==> src/rtl/ofd_pkg.sv <==
// Package for the odometry frame deframer: constants, state and command types.
package ofd_pkg;
  localparam int FrameLen = 22;
  localparam int CrcSpan = 20;
  localparam logic [7:0] SyncLo = 8'h55;
  localparam logic [7:0] SyncHi = 8'hAA;
  localparam logic [7:0] ProtoVersion = 8'h01;
  localparam logic [7:0] MsgType = 8'h01;
  localparam logic [15:0] CrcInit = 16'hFFFF;
  localparam logic [15:0] CrcPoly = 16'h1021;
  localparam logic [31:0] DtLimitReset = 32'd1000000;

  localparam logic [1:0] RegLeftNegate = 2'd0;
  localparam logic [1:0] RegRightNegate = 2'd1;
  localparam logic [1:0] RegDtLimit = 2'd2;

  typedef enum logic [2:0] {
    ST_IDLE, ST_CHECK, ST_CRC, ST_VERDICT, ST_OUT
  } ofd_state_t;

  typedef struct packed {
    logic shift_in;   // store accepted byte
    logic crc_start;  // load CRC init, zero index
    logic crc_step;   // fold one byte
    logic drop;       // drop oldest byte
    logic hdr_rej;    // count header reject
    logic crc_bad;    // count CRC failure
    logic take;       // commit good frame, load outputs
  } ofd_cmd_t;

  typedef struct packed {
    logic full;
    logic sync_ok;
    logic hdr_ok;
    logic crc_done;
    logic crc_ok;
  } ofd_stat_t;

  function automatic logic [15:0] crc_byte(input logic [15:0] crc, input logic [7:0] b);
    logic [15:0] c;
    c = crc ^ {b, 8'h00};
    for (int i = 0; i < 8; i++) begin
      c = c[15] ? ((c << 1) ^ CrcPoly) : (c << 1);
    end
    return c;
  endfunction
endpackage

==> src/rtl/ofd_ctrl.sv <==
// Controller state machine for the frame deframer.
module ofd_ctrl import ofd_pkg::*; (
  input  logic      clk,
  input  logic      rst,
  input  logic      in_valid,
  output logic      in_ready,
  output logic      out_valid,
  input  logic      out_ready,
  input  ofd_stat_t stat,
  output ofd_cmd_t  cmd
);
  ofd_state_t state, state_next;
  logic out_pend, out_pend_next;

  always_ff @(posedge clk) begin
    if (rst) begin
      state <= ST_IDLE;
      out_pend <= 1'b0;
    end else begin
      state <= state_next;
      out_pend <= out_pend_next;
    end
  end

  assign out_valid = out_pend;

  always_comb begin
    state_next = state;
    cmd = '0;
    in_ready = 1'b0;
    out_pend_next = out_pend && !out_ready;
    unique case (state)
      ST_IDLE: begin
        in_ready = 1'b1;
        if (in_valid) begin
          cmd.shift_in = 1'b1;
          state_next = ST_CHECK;
        end
      end
      ST_CHECK: begin
        if (!stat.full) state_next = ST_IDLE;
        else if (!stat.sync_ok) begin
          cmd.drop = 1'b1;
          state_next = ST_IDLE;
        end else if (!stat.hdr_ok) begin
          cmd.hdr_rej = 1'b1;
          cmd.drop = 1'b1;
          state_next = ST_IDLE;
        end else begin
          cmd.crc_start = 1'b1;
          state_next = ST_CRC;
        end
      end
      ST_CRC: begin
        cmd.crc_step = 1'b1;
        if (stat.crc_done) state_next = ST_VERDICT;
      end
      ST_VERDICT: begin
        if (!stat.crc_ok) begin
          cmd.crc_bad = 1'b1;
          cmd.drop = 1'b1;
          state_next = ST_IDLE;
        end else state_next = ST_OUT;
      end
      ST_OUT: begin
        // wait for the output register to free up
        if (!out_pend || out_ready) begin
          cmd.take = 1'b1;
          out_pend_next = 1'b1;
          state_next = ST_IDLE;
        end
      end
      default: state_next = ST_IDLE;
    endcase
  end
endmodule

==> src/rtl/ofd_datapath.sv <==
// Datapath: byte window, CRC walker, counters and output register.
module ofd_datapath import ofd_pkg::*; #(
  parameter int COUNTER_WIDTH = 32
) (
  input  logic        clk,
  input  logic        rst,
  input  logic [7:0]  rx_byte,
  input  ofd_cmd_t    cmd,
  output ofd_stat_t   stat,
  input  logic        left_negate,
  input  logic        right_negate,
  input  logic [31:0] dt_limit_us,
  output logic [31:0] frame_seq,
  output logic [31:0] frame_dt_us,
  output logic signed [31:0] left_ticks,
  output logic signed [31:0] right_ticks,
  output logic        seq_jumped,
  output logic        dt_usable,
  output logic [31:0] good_frames,
  output logic [31:0] crc_failures,
  output logic [31:0] header_rejects,
  output logic [31:0] seq_jump_total
);
  localparam int FillW = $clog2(FrameLen + 1);
  localparam int IdxW = $clog2(CrcSpan);

  logic [7:0] win [FrameLen];
  logic [FillW-1:0] fill;
  logic [IdxW-1:0] crc_idx;
  logic [15:0] crc;
  logic seq_seen;
  logic [31:0] previous_seq;
  logic [COUNTER_WIDTH-1:0] good_count, crc_bad_count, header_reject_count, jump_count;
  logic [COUNTER_WIDTH-1:0] good_next, jump_next;
  logic [31:0] seq_w, dt_w, lt_w, rt_w;
  logic jumped;

  assign seq_w = {win[7], win[6], win[5], win[4]};
  assign dt_w = {win[11], win[10], win[9], win[8]};
  assign lt_w = {win[15], win[14], win[13], win[12]};
  assign rt_w = {win[19], win[18], win[17], win[16]};
  assign jumped = seq_seen && (seq_w != previous_seq + 32'd1);
  assign good_next = good_count + 1'b1;
  assign jump_next = jumped ? jump_count + 1'b1 : jump_count;

  assign stat.full = (fill == FillW'(FrameLen));
  assign stat.sync_ok = (win[0] == SyncLo) && (win[1] == SyncHi);
  assign stat.hdr_ok = (win[2] == ProtoVersion) && (win[3] == MsgType);
  assign stat.crc_done = (crc_idx == IdxW'(CrcSpan - 1));
  assign stat.crc_ok = (crc == {win[21], win[20]});

  // window: byte write at fill point, one-place shift on drop
  always_ff @(posedge clk) begin
    if (cmd.shift_in) win[fill[FillW-1:0] == FillW'(FrameLen) ? 5'(FrameLen - 1)
                          : fill[4:0]] <= rx_byte;
    if (cmd.drop) begin
      for (int i = 0; i < FrameLen - 1; i++) win[i] <= win[i + 1];
    end
  end

  always_ff @(posedge clk) begin
    if (rst) begin
      fill <= '0;
      seq_seen <= 1'b0;
      previous_seq <= '0;
      good_count <= '0;
      crc_bad_count <= '0;
      header_reject_count <= '0;
      jump_count <= '0;
    end else begin
      if (cmd.shift_in) fill <= fill + 1'b1;
      if (cmd.drop) fill <= FillW'(FrameLen - 1);
      if (cmd.hdr_rej) header_reject_count <= header_reject_count + 1'b1;
      if (cmd.crc_bad) crc_bad_count <= crc_bad_count + 1'b1;
      if (cmd.take) begin
        fill <= '0;
        good_count <= good_next;
        jump_count <= jump_next;
        seq_seen <= 1'b1;
        previous_seq <= seq_w;
      end
    end
  end

  // CRC walk, one window byte per cycle
  always_ff @(posedge clk) begin
    if (cmd.crc_start) begin
      crc <= CrcInit;
      crc_idx <= '0;
    end else if (cmd.crc_step) begin
      crc <= crc_byte(crc, win[crc_idx]);
      crc_idx <= crc_idx + 1'b1;
    end
  end

  always_ff @(posedge clk) begin
    if (cmd.take) begin
      frame_seq <= seq_w;
      frame_dt_us <= dt_w;
      left_ticks <= left_negate ? 32'd0 - lt_w : lt_w;
      right_ticks <= right_negate ? 32'd0 - rt_w : rt_w;
      seq_jumped <= jumped;
      dt_usable <= (dt_w != '0) && (dt_w <= dt_limit_us);
      good_frames <= 32'(good_next);
      crc_failures <= 32'(crc_bad_count);
      header_rejects <= 32'(header_reject_count);
      seq_jump_total <= 32'(jump_next);
    end
  end
endmodule

==> src/rtl/odom_frame_deframer_crc16.sv <==
// Top level of the odometry frame deframer with CRC-16 check.
// Usage:
//  - rx channel (rx_valid/rx_ready, rx_byte) takes one received byte per
//    transfer; bytes build a 22-byte window.
//  - Once full, the window is checked: sync 0xAA55, version, type, then a
//    CRC-16-CCITT-FALSE over bytes 0..19 walked one byte per cycle.
//  - A good frame gives one transfer on the out channel and empties the
//    window; a bad one drops the oldest byte, counting header/CRC faults.
// A byte is taken only in ST_IDLE and checked in ST_CHECK; a byte that
// completes a valid-header window then goes through the byte-serial CRC
// walk (ST_CRC, 20 steps), ST_VERDICT and, on success, ST_OUT.
// Output: results sit in an output register; rx stays open while a result
// waits, and only a further good frame stalls until the receiver takes it.
// Reset (rst, synchronous): window empty, counters and sequence history
// cleared, dt_limit_us = 1000000, negates 0.
// Config: cfg_we/cfg_index/cfg_data, written only while idle (user's job).
module odom_frame_deframer_crc16 import ofd_pkg::*; #(
  parameter int COUNTER_WIDTH = 32
) (
  input  logic        clk,
  input  logic        rst,
  input  logic        cfg_we,
  input  logic [1:0]  cfg_index,
  input  logic [31:0] cfg_data,
  input  logic        rx_valid,
  output logic        rx_ready,
  input  logic [7:0]  rx_byte,
  output logic        out_valid,
  input  logic        out_ready,
  output logic [31:0] frame_seq,
  output logic [31:0] frame_dt_us,
  output logic signed [31:0] left_ticks,
  output logic signed [31:0] right_ticks,
  output logic        seq_jumped,
  output logic        dt_usable,
  output logic [31:0] good_frames,
  output logic [31:0] crc_failures,
  output logic [31:0] header_rejects,
  output logic [31:0] seq_jump_total
);
  logic left_negate, right_negate;
  logic [31:0] dt_limit_us;
  ofd_cmd_t cmd;
  ofd_stat_t stat;

  // configuration registers
  always_ff @(posedge clk) begin
    if (rst) begin
      left_negate <= 1'b0;
      right_negate <= 1'b0;
      dt_limit_us <= DtLimitReset;
    end else if (cfg_we) begin
      unique case (cfg_index)
        RegLeftNegate:  left_negate <= cfg_data[0];
        RegRightNegate: right_negate <= cfg_data[0];
        RegDtLimit:     dt_limit_us <= cfg_data;
        default: ;
      endcase
    end
  end

  ofd_ctrl u_ctrl (
    .clk, .rst,
    .in_valid(rx_valid), .in_ready(rx_ready),
    .out_valid, .out_ready,
    .stat, .cmd
  );

  ofd_datapath #(.COUNTER_WIDTH(COUNTER_WIDTH)) u_dp (
    .clk, .rst, .rx_byte, .cmd, .stat,
    .left_negate, .right_negate, .dt_limit_us,
    .frame_seq, .frame_dt_us, .left_ticks, .right_ticks,
    .seq_jumped, .dt_usable, .good_frames, .crc_failures,
    .header_rejects, .seq_jump_total
  );

  // a good frame is never taken while an unread result would be overwritten
  assert property (@(posedge clk) disable iff (rst)
    cmd.take |-> (!out_valid || out_ready)) else $error("result overwritten");
  // a byte is never taken while the CRC walk is in progress
  assert property (@(posedge clk) disable iff (rst)
    rx_ready |-> !cmd.crc_step) else $error("byte accepted during CRC walk");
  // result appears right after a frame is taken
  assert property (@(posedge clk) disable iff (rst)
    cmd.take |=> out_valid) else $error("result missing");
endmodule
==> config.mk <==
export PLATFORM = sky130hd
export DESIGN_NAME = odom_frame_deframer_crc16
export DESIGN_NICKNAME = d
export VERILOG_FILES = /design/src/rtl/ofd_pkg.sv /design/src/rtl/ofd_ctrl.sv /design/src/rtl/ofd_datapath.sv /design/src/rtl/odom_frame_deframer_crc16.sv
export SDC_FILE = /design/constraint.sdc
export NUM_CORES = 1
export LEC_CHECK = 0
export BUFFER_PORTS_ARGS = -buffer_cell sky130_fd_sc_hd__buf_4
export CORE_MARGIN = 2
export CORE_UTILIZATION = 40
export CTS_CLUSTER_DIAMETER = 50
export DETAILED_ROUTE_END_ITERATION = 10
export PLACE_DENSITY = 0.65
export SLEW_MARGIN = 0
export SYNTH_ARGS = -nofsm -noshare
export SYNTH_HDL_FRONTEND = slang
export SYNTH_SLANG_ARGS = --single-unit
==> constraint.sdc <==
create_clock -name clk -period 26.7 [get_ports clk]
set_input_delay 2.67 -clock clk [delete_from_list [all_inputs] [get_ports clk]]
set_output_delay 2.67 -clock clk [all_outputs]
set_load 0.02 [all_outputs]
After elaboration in Yosys (flattened, before gate mapping)
Memory sizes are Yosys's and may differ from the RTL's. A register that Yosys moved wholly into a read port is not among the register bits.
Cells that the tools add are included.
W data, S select, Z words.
Storage, ports and cells
  register bits: 483
  bits in latches: 0
  memory bits (writable): 176
  ROM bits: 0
  input port bits: 47
  output and inout bits: 260
  memories kept: 1
Memories
  u_dp.win: words 22, width 8, read ports 23, clocked after Yosys merged registers in 1, write ports 21, line ofd_datapath.sv:27  | logic [7:0] win [FrameLen];
Operators by class
  add/subtract/negate cells: 9
  multiply operators: 0
  div/mod/pow operators: 0
  order comparisons: 1
  equal/unequal tests: 17
  shift-type cells: 0
  muxes and demuxes: 51
  bitwise gates (word level): 9
  reductions and logical operators: 19
Operators with widths (number)
  $add A32 B1 Y32 const B: 5
  $mux W13: 8
  $mux W32: 3
  $sub A1 B32 Y32 const A: 2
  $le A32 B32 Y1: 1
  $ne A32 B32 Y1: 1
  $reduce_bool A32 Y1: 1
  $mux W5: 6
  $not A3 Y3: 8
  $mux W1: 22
  $eq A16 B16 Y1: 1
  $eq A8 B1 Y1 const B: 2
  $xor A16 B16 Y16: 1
  $mux W3: 5
  $pmux W3 S5: 1
  $add A5 B1 Y5 const B: 2
  $eq A5 B5 Y1 const B: 2
  $eq A8 B7 Y1 const B: 1
  $eq A8 B8 Y1 const B: 1
  $mux W2: 4
  $mux W8: 1
  $reduce_or A8 Y1: 1
  $eq A3 B2 Y1 const B: 2
  $reduce_and A2 Y1: 3
  16 further kinds: 22

Logic depth before layout (Yosys ltp)
  depth after elaboration: 17
  depth in mapped cells: 13
  gate-level depth less buffers: 11

Hierarchy
Synthesis repeated with hierarchy kept, for this count alone.
Second synthesis, totals
  cell total of the unflattened synthesis: 2898
  area total of the unflattened synthesis: 33886.2 um^2
By module, submodules not included
  ofd_datapath: times used 1, cells each 2716, area each 32055.7 um^2
  odom_frame_deframer_crc16: times used 1, cells each 148, area each 1522.7 um^2
  ofd_ctrl: times used 1, cells each 34, area each 307.8 um^2

Least setup slack after synthesis
Ideal clock, no wire load.
  path kind: input -> register
  start point: in out_ready
  end point: reg u_dp.crc_failures[0], enable pin
  setup time: 0.723 ns
  arrival: 10.705 ns
  slack: 15.272 ns
  stages on the path: 5
  path buffers: 2
  path through: nand2b_1 > nand3_1 > inv_1 > clkbuf_1 > clkbuf_1
RTL lines
  start, declared: line odom_frame_deframer_crc16.sv:29  | input logic out_ready,
  end signal, assigned: line ofd_datapath.sv:105  | crc_failures <= 32'(crc_bad_count);
  end, declared: line ofd_datapath.sv:20  | output logic [31:0] crc_failures,

Final worst setup path
  start point: in out_ready
  end point: reg u_dp.good_count[20]
On the way
  longest elaborated chain between the ends: 3
Ends and longest elaborated chain
  $logic_or A1 B1 Y1: line ofd_ctrl.sv:67  | if (!out_pend || out_ready) begin
  $mux W1: line ofd_ctrl.sv:67
  $mux W1: line ofd_ctrl.sv:32  | unique case (state)
  end signal, assigned: line ofd_datapath.sv:77  | good_count <= good_next;
  end, declared: line ofd_datapath.sv:33  | logic [COUNTER_WIDTH-1:0] good_count, crc_bad_count, header_reject_count, jump_count;
No other way between the ends.
A chain may end at the register's enable or synchronous reset.

==> tab_implementation.tex <==
\begin{tabular}{lr}
\hline
Metric & Value \\
\hline
\multicolumn{2}{l}{\textbf{Critical path}} \\
\quad Category of the worst setup path launch point & input port \\
\quad Kind of end point of the critical path & register \\
\quad Required time of the critical path & 27.21 ns \\
\quad Crit path capture & u\_dp.good\_count[20]\$\_SDFFE\_PP0P\_ \\
\quad Type of the worst setup path & in2reg \\
\quad RR Endpoint & u\_dp.crc[6]\$\_SDFFE\_PP1P\_ \\
\quad Crit path from & out\_ready \\
\quad CP Data Arrival Time & between 5 and 6 ns \\
\quad Crit Path Max Fanout & 111 \\
\quad Depth of the worst register-to-register path & 9 \\
\quad Flop2flop setup slack & 22.75 ns \\
\multicolumn{2}{l}{\textbf{Synth}} \\
\quad Number of standard cells after synthesis & 2743 \\
\quad Area leader, netlist & sky130\_fd\_sc\_hd\_\_edfxtp\_1 \\
\quad Adder and majority gate portion of the synthesized area & 1.57\% \\
\quad Number of enable flip-flop cells after synthesis & 514 \\
\quad Area share of the largest cell type after synthesis & between 40 and 50\% \\
\quad Post-synthesis instance area & between 30000 and 40000 um2 \\
\quad Total nets after synthesis & 2832 \\
\quad Synth Area in Simple Gates & about 13\% \\
\quad Post-synthesis register bit count & 744 \\
\quad Share of the yosys chip area belonging to registers & 59.8\% \\
\quad Most frequently used flop master after synthesis & sky130\_fd\_sc\_hd\_\_edfxtp\_1 \\
\quad Cell types occupying the most area after synthesis & sky130\_fd\_sc\_hd\_\_edfxtp\_1 (46\%), sky130\_fd\_sc\_hd\_\_dfxtp\_1 (14\%), sky130\_fd\_sc\_hd\_\_mux4\_2 (4.1\%) \\
\quad Unique masters post-synth & 83 \\
\quad Number of warnings issued by yosys & 0 \\
\quad Mapped Avg Cell Area & $\sim$12 um2 \\
\quad Dominant combinational cell family by area after synthesis & simple AND/OR/NAND/NOR gates \\
\quad Post-synth ARST share & 0\% \\
\quad Mux share of post-synthesis cell area & 5.36\% \\
\quad Synth Area in Compound Gates & $\sim$10\% \\
\quad Synthesized-area fraction occupied by xor and xnor cells & 7.70\% \\
\multicolumn{2}{l}{\textbf{Die}} \\
\quad Die area & 86100 um2 \\
\quad Placement row count & 106 \\
\quad Starting density of the core & about 40\% \\
\quad Chip height & 293 um \\
\quad Core Footprint & about 83000 um2 \\
\quad Die width & 293 um \\
\quad Top-level I/O count & 307 \\
\multicolumn{2}{l}{\textbf{Route}} \\
\quad Via count & 23100 \\
\quad Final wirelength & 89.5 mm \\
\quad Number of violations reported at the end of detailed-routing iteration 0 & around 1900 \\
\quad Post-DRT Antenna Nets & 0 \\
\quad Detail-routed net length per standard cell & roughly 21 um \\
\quad Vias per inst & 5.53 \\
\quad Count of unresolved DRC violations after routing & 0 \\
\quad First-pass iteration count of the detailed router & 5 \\
\multicolumn{2}{l}{\textbf{STA}} \\
\quad Sum Neg Setup Slack & 0 ns \\
\quad Hold Violations, Final & 0 \\
\quad Pin slew with the least headroom to its limit & between 1 and 1.5 ns \\
\quad Maximum operating frequency & approximately 220 MHz \\
\quad Min cycle time layout & $\sim$4.6 ns \\
\quad Final Skew & 0.0451 ns \\
\quad Final setup violating endpoints & 0 \\
\quad Least setup slack across all paths after layout & 22.11 ns \\
\quad RSZ-0062 raised after global routing & no \\
\quad Relative max-transition margin & 17.1\% \\
\quad Final number of max-transition violations & 0 \\
\quad Final worst-path cycle share & 17.2\% \\
\multicolumn{2}{l}{\textbf{Global routing}} \\
\quad Pin count of the biggest net entering global routing & 144 \\
\quad Total GRT Usage & around a fifth \\
\quad Initial antenna violation count & 3 \\
\quad Global-route wire length before repair & $\sim$130 mm \\
\quad Number of global-route vias before repair & 22100 \\
\quad Final global-route overflow total & 0 \\
\multicolumn{2}{l}{\textbf{Final layout}} \\
\quad Area occupied by multi-input gates & 12700 um2 \\
\quad Signed area change from the synthesized netlist to the final layout & 18.9\% \\
\quad \# nets final & 3107 \\
\quad Fill cell count & 7454 \\
\quad Post-route non-filler standard cell count & 4176 \\
\quad Most flop-heavy register & u\_dp.win \\
\quad Layout cells sized above 1 & 18.9\% \\
\quad Area taken by flip-flops and latches & between 20000 and 25000 um2 \\
\quad Number of flip-flops in the largest register & 256 \\
\multicolumn{2}{l}{\textbf{CTS}} \\
\quad TritonCTS buffer count & 91 \\
\quad PostCTS Resize Cnt & 0 \\
\quad Count of H-tree levels built during CTS & 3 \\
\quad Hold-fix buffers at CTS & 0 \\
\quad Clock sinks & between 700 and 800 \\
\quad Clk\_lat worst skew & 0.66 ns \\
\quad Buffers inserted by post-CTS timing repair & 0 \\
\quad CTS max path bufs & 3 \\
\quad Clock transition at the register clock pins on the worst setup and hold paths after CTS & 0.06 ns \\
\quad Clock root buffer & sky130\_fd\_sc\_hd\_\_clkbuf\_16 \\
\quad TritonCTS clock tree & built \\
\multicolumn{2}{l}{\textbf{Placed design}} \\
\quad Setup Slack @ Placement & roughly 21 ns \\
\quad Total instance count after detailed placement & 4005 \\
\quad Final weighted congestion in routability-driven placement & 0.885 \\
\quad Port Buffer Count & 306 \\
\quad Estimated wirelength of the detail-placed design & $\sim$61 mm \\
\multicolumn{2}{l}{\textbf{Power}} \\
\quad Static leakage & 14.3 nW \\
\quad Worst vdd rail ir drop & $\sim$0.054 mV \\
\quad Total design power & 0.00260 W \\
\quad Total power divided by cell area & 65.2 nW/um2 \\
\multicolumn{2}{l}{\textbf{Outcome}} \\
\quad Outcome & finished clean \\
\multicolumn{2}{l}{\textbf{Job}} \\
\quad Max-cap check violation count & 0 \\
\multicolumn{2}{l}{\textbf{Min path}} \\
\quad HP Class & reg2reg \\
\hline
\end{tabular}
[layer usage]
metal	vias to the layer above	GRT usage, %	share of wire [%]
li1	10700	-	-
met1	11400	27.2	42
met2	844	32.8	47
met3	201	3.80	7.2
met4	0	7.74	3.5
met5	-	0	0
[cell usage after synthesis, types with 26 or more instances]
cell type / number
sky130_fd_sc_hd__clkbuf_1: 110
sky130_fd_sc_hd__ha_1: 42
sky130_fd_sc_hd__mux4_2: 61
sky130_fd_sc_hd__nor3_1: 46
sky130_fd_sc_hd__inv_1: 54
sky130_fd_sc_hd__nor4_1: 26
sky130_fd_sc_hd__a21o_1: 176
sky130_fd_sc_hd__nand4_1: 42
sky130_fd_sc_hd__mux2i_1: 35
sky130_fd_sc_hd__dfxtp_1: 230
sky130_fd_sc_hd__or3_1: 29
sky130_fd_sc_hd__xnor2_1: 149
sky130_fd_sc_hd__nor2_1: 185
sky130_fd_sc_hd__and3_1: 33
sky130_fd_sc_hd__nand2_1: 259
sky130_fd_sc_hd__xor2_1: 143
sky130_fd_sc_hd__o21ai_0: 63
sky130_fd_sc_hd__edfxtp_1: 514
sky130_fd_sc_hd__a21oi_1: 126
sky130_fd_sc_hd__o31ai_1: 30
sky130_fd_sc_hd__o22ai_1: 26
sky130_fd_sc_hd__nand3_1: 76
[logic make-up (layout without fill, tap and decap cells)]
family	count (synthesis)	after routing
flops	744	744
mux	102	102
buf+inv	201	551
other cells	0	3
fa+ha+maj	42	42
compound gates	510	510
simple gates	851	851
xor+xnor	293	293
[final cells by class]
type / instances / area share (%)
Timing Repair Buffer: 329 / 6.24
Sequential cell: 744 / 50.3
Tap cell: 1080 / 3.39
Antenna cell: 3 / 0.0188
Clock buffer: 111 / 6.03
Multi-Input combinational cell: 1798 / 31.8
Inverter: 54 / 0.528
Clock inverter: 57 / 1.66
[critical path, cell delays in order]
cell and delay, ns:
sky130_fd_sc_hd__buf_4 0.07, sky130_fd_sc_hd__nand2b_1 0.23, sky130_fd_sc_hd__nand3_4 0.14, sky130_fd_sc_hd__inv_8 0.43, sky130_fd_sc_hd__buf_4 0.72, sky130_fd_sc_hd__nand4_1 0.27
sky130_fd_sc_hd__nor2_1 0.18, sky130_fd_sc_hd__xnor2_1 0.14, sky130_fd_sc_hd__nor2_1 0.05
[worst min path at each step]
stage	startpoint	slack, ns	cells after the start	endpoint
6_report	u_dp.crc_bad_count[22]$_SDFFE_PP0P_	0.44	0	u_dp.crc_failures[22]$_DFFE_PP_
4_1_cts	u_dp.crc_bad_count[22]$_SDFFE_PP0P_	0.43	0	u_dp.crc_failures[22]$_DFFE_PP_
5_1_grt	u_dp.header_reject_count[31]$_SDFFE_PP0P_	0.47	0	u_dp.header_rejects[31]$_DFFE_PP_
3_3_place_gp	u_dp.header_reject_count[31]$_SDFFE_PP0P_	0.43	0	u_dp.header_rejects[31]$_DFFE_PP_
2_1_floorplan	u_dp.header_reject_count[16]$_SDFFE_PP0P_	0.41	0	u_dp.header_rejects[16]$_DFFE_PP_
3_5_place_dp	u_dp.header_reject_count[16]$_SDFFE_PP0P_	0.42	0	u_dp.header_rejects[16]$_DFFE_PP_
[stage by stage]
step | hold slack (ns) | util [%] | cell area (um2)
2_1_floorplan | 0.408 | - | 33500
3_3_place_gp | 0.429 | 44.1 | 36800
3_5_place_dp | 0.419 | 44.1 | 36800
4_1_cts | 0.435 | 47.8 | 39800
5_1_grt | 0.469 | 47.8 | 39800
6_report | 0.435 | 47.8 | 39800
[cells in the final DEF (no fill, tap or decap), types with 14 or more instances in the layout]
| cell type | instances |
|---|---|
| sky130_fd_sc_hd__nor2_1 | 184 |
| sky130_fd_sc_hd__xnor2_1 | 149 |
| sky130_fd_sc_hd__nor3_1 | 46 |
| sky130_fd_sc_hd__nand3_1 | 75 |
| sky130_fd_sc_hd__nand2b_1 | 19 |
| sky130_fd_sc_hd__mux2i_1 | 35 |
| sky130_fd_sc_hd__a21oi_1 | 125 |
| sky130_fd_sc_hd__xor2_1 | 143 |
| sky130_fd_sc_hd__a21o_1 | 176 |
| sky130_fd_sc_hd__o22ai_1 | 26 |
| sky130_fd_sc_hd__edfxtp_1 | 514 |
| sky130_fd_sc_hd__o41ai_1 | 14 |
| sky130_fd_sc_hd__o31ai_1 | 30 |
| sky130_fd_sc_hd__ha_1 | 42 |
| sky130_fd_sc_hd__or3_1 | 29 |
| sky130_fd_sc_hd__or4_1 | 24 |
| sky130_fd_sc_hd__nor4_1 | 26 |
| sky130_fd_sc_hd__nor2b_1 | 16 |
| sky130_fd_sc_hd__clkbuf_1 | 15 |
| sky130_fd_sc_hd__and3_1 | 33 |
| sky130_fd_sc_hd__inv_1 | 53 |
| sky130_fd_sc_hd__dfxtp_1 | 228 |
| sky130_fd_sc_hd__mux4_2 | 61 |
| sky130_fd_sc_hd__o21ai_0 | 63 |
| sky130_fd_sc_hd__clkbuf_16 | 91 |
| sky130_fd_sc_hd__nand2_1 | 259 |
| sky130_fd_sc_hd__nand4_1 | 42 |
| sky130_fd_sc_hd__buf_4 | 327 |
[power breakdown]
| group | internal [W] | switching (W) |
|---|---|---|
| logic | 0.0000448 | 0.0000592 |
| registers | 0.00123 | 0.00000807 |
| clock network | 0.000739 | 0.000512 |
| total | 0.00202 | 0.000579 |
Power figures use the tool's default switching activity.
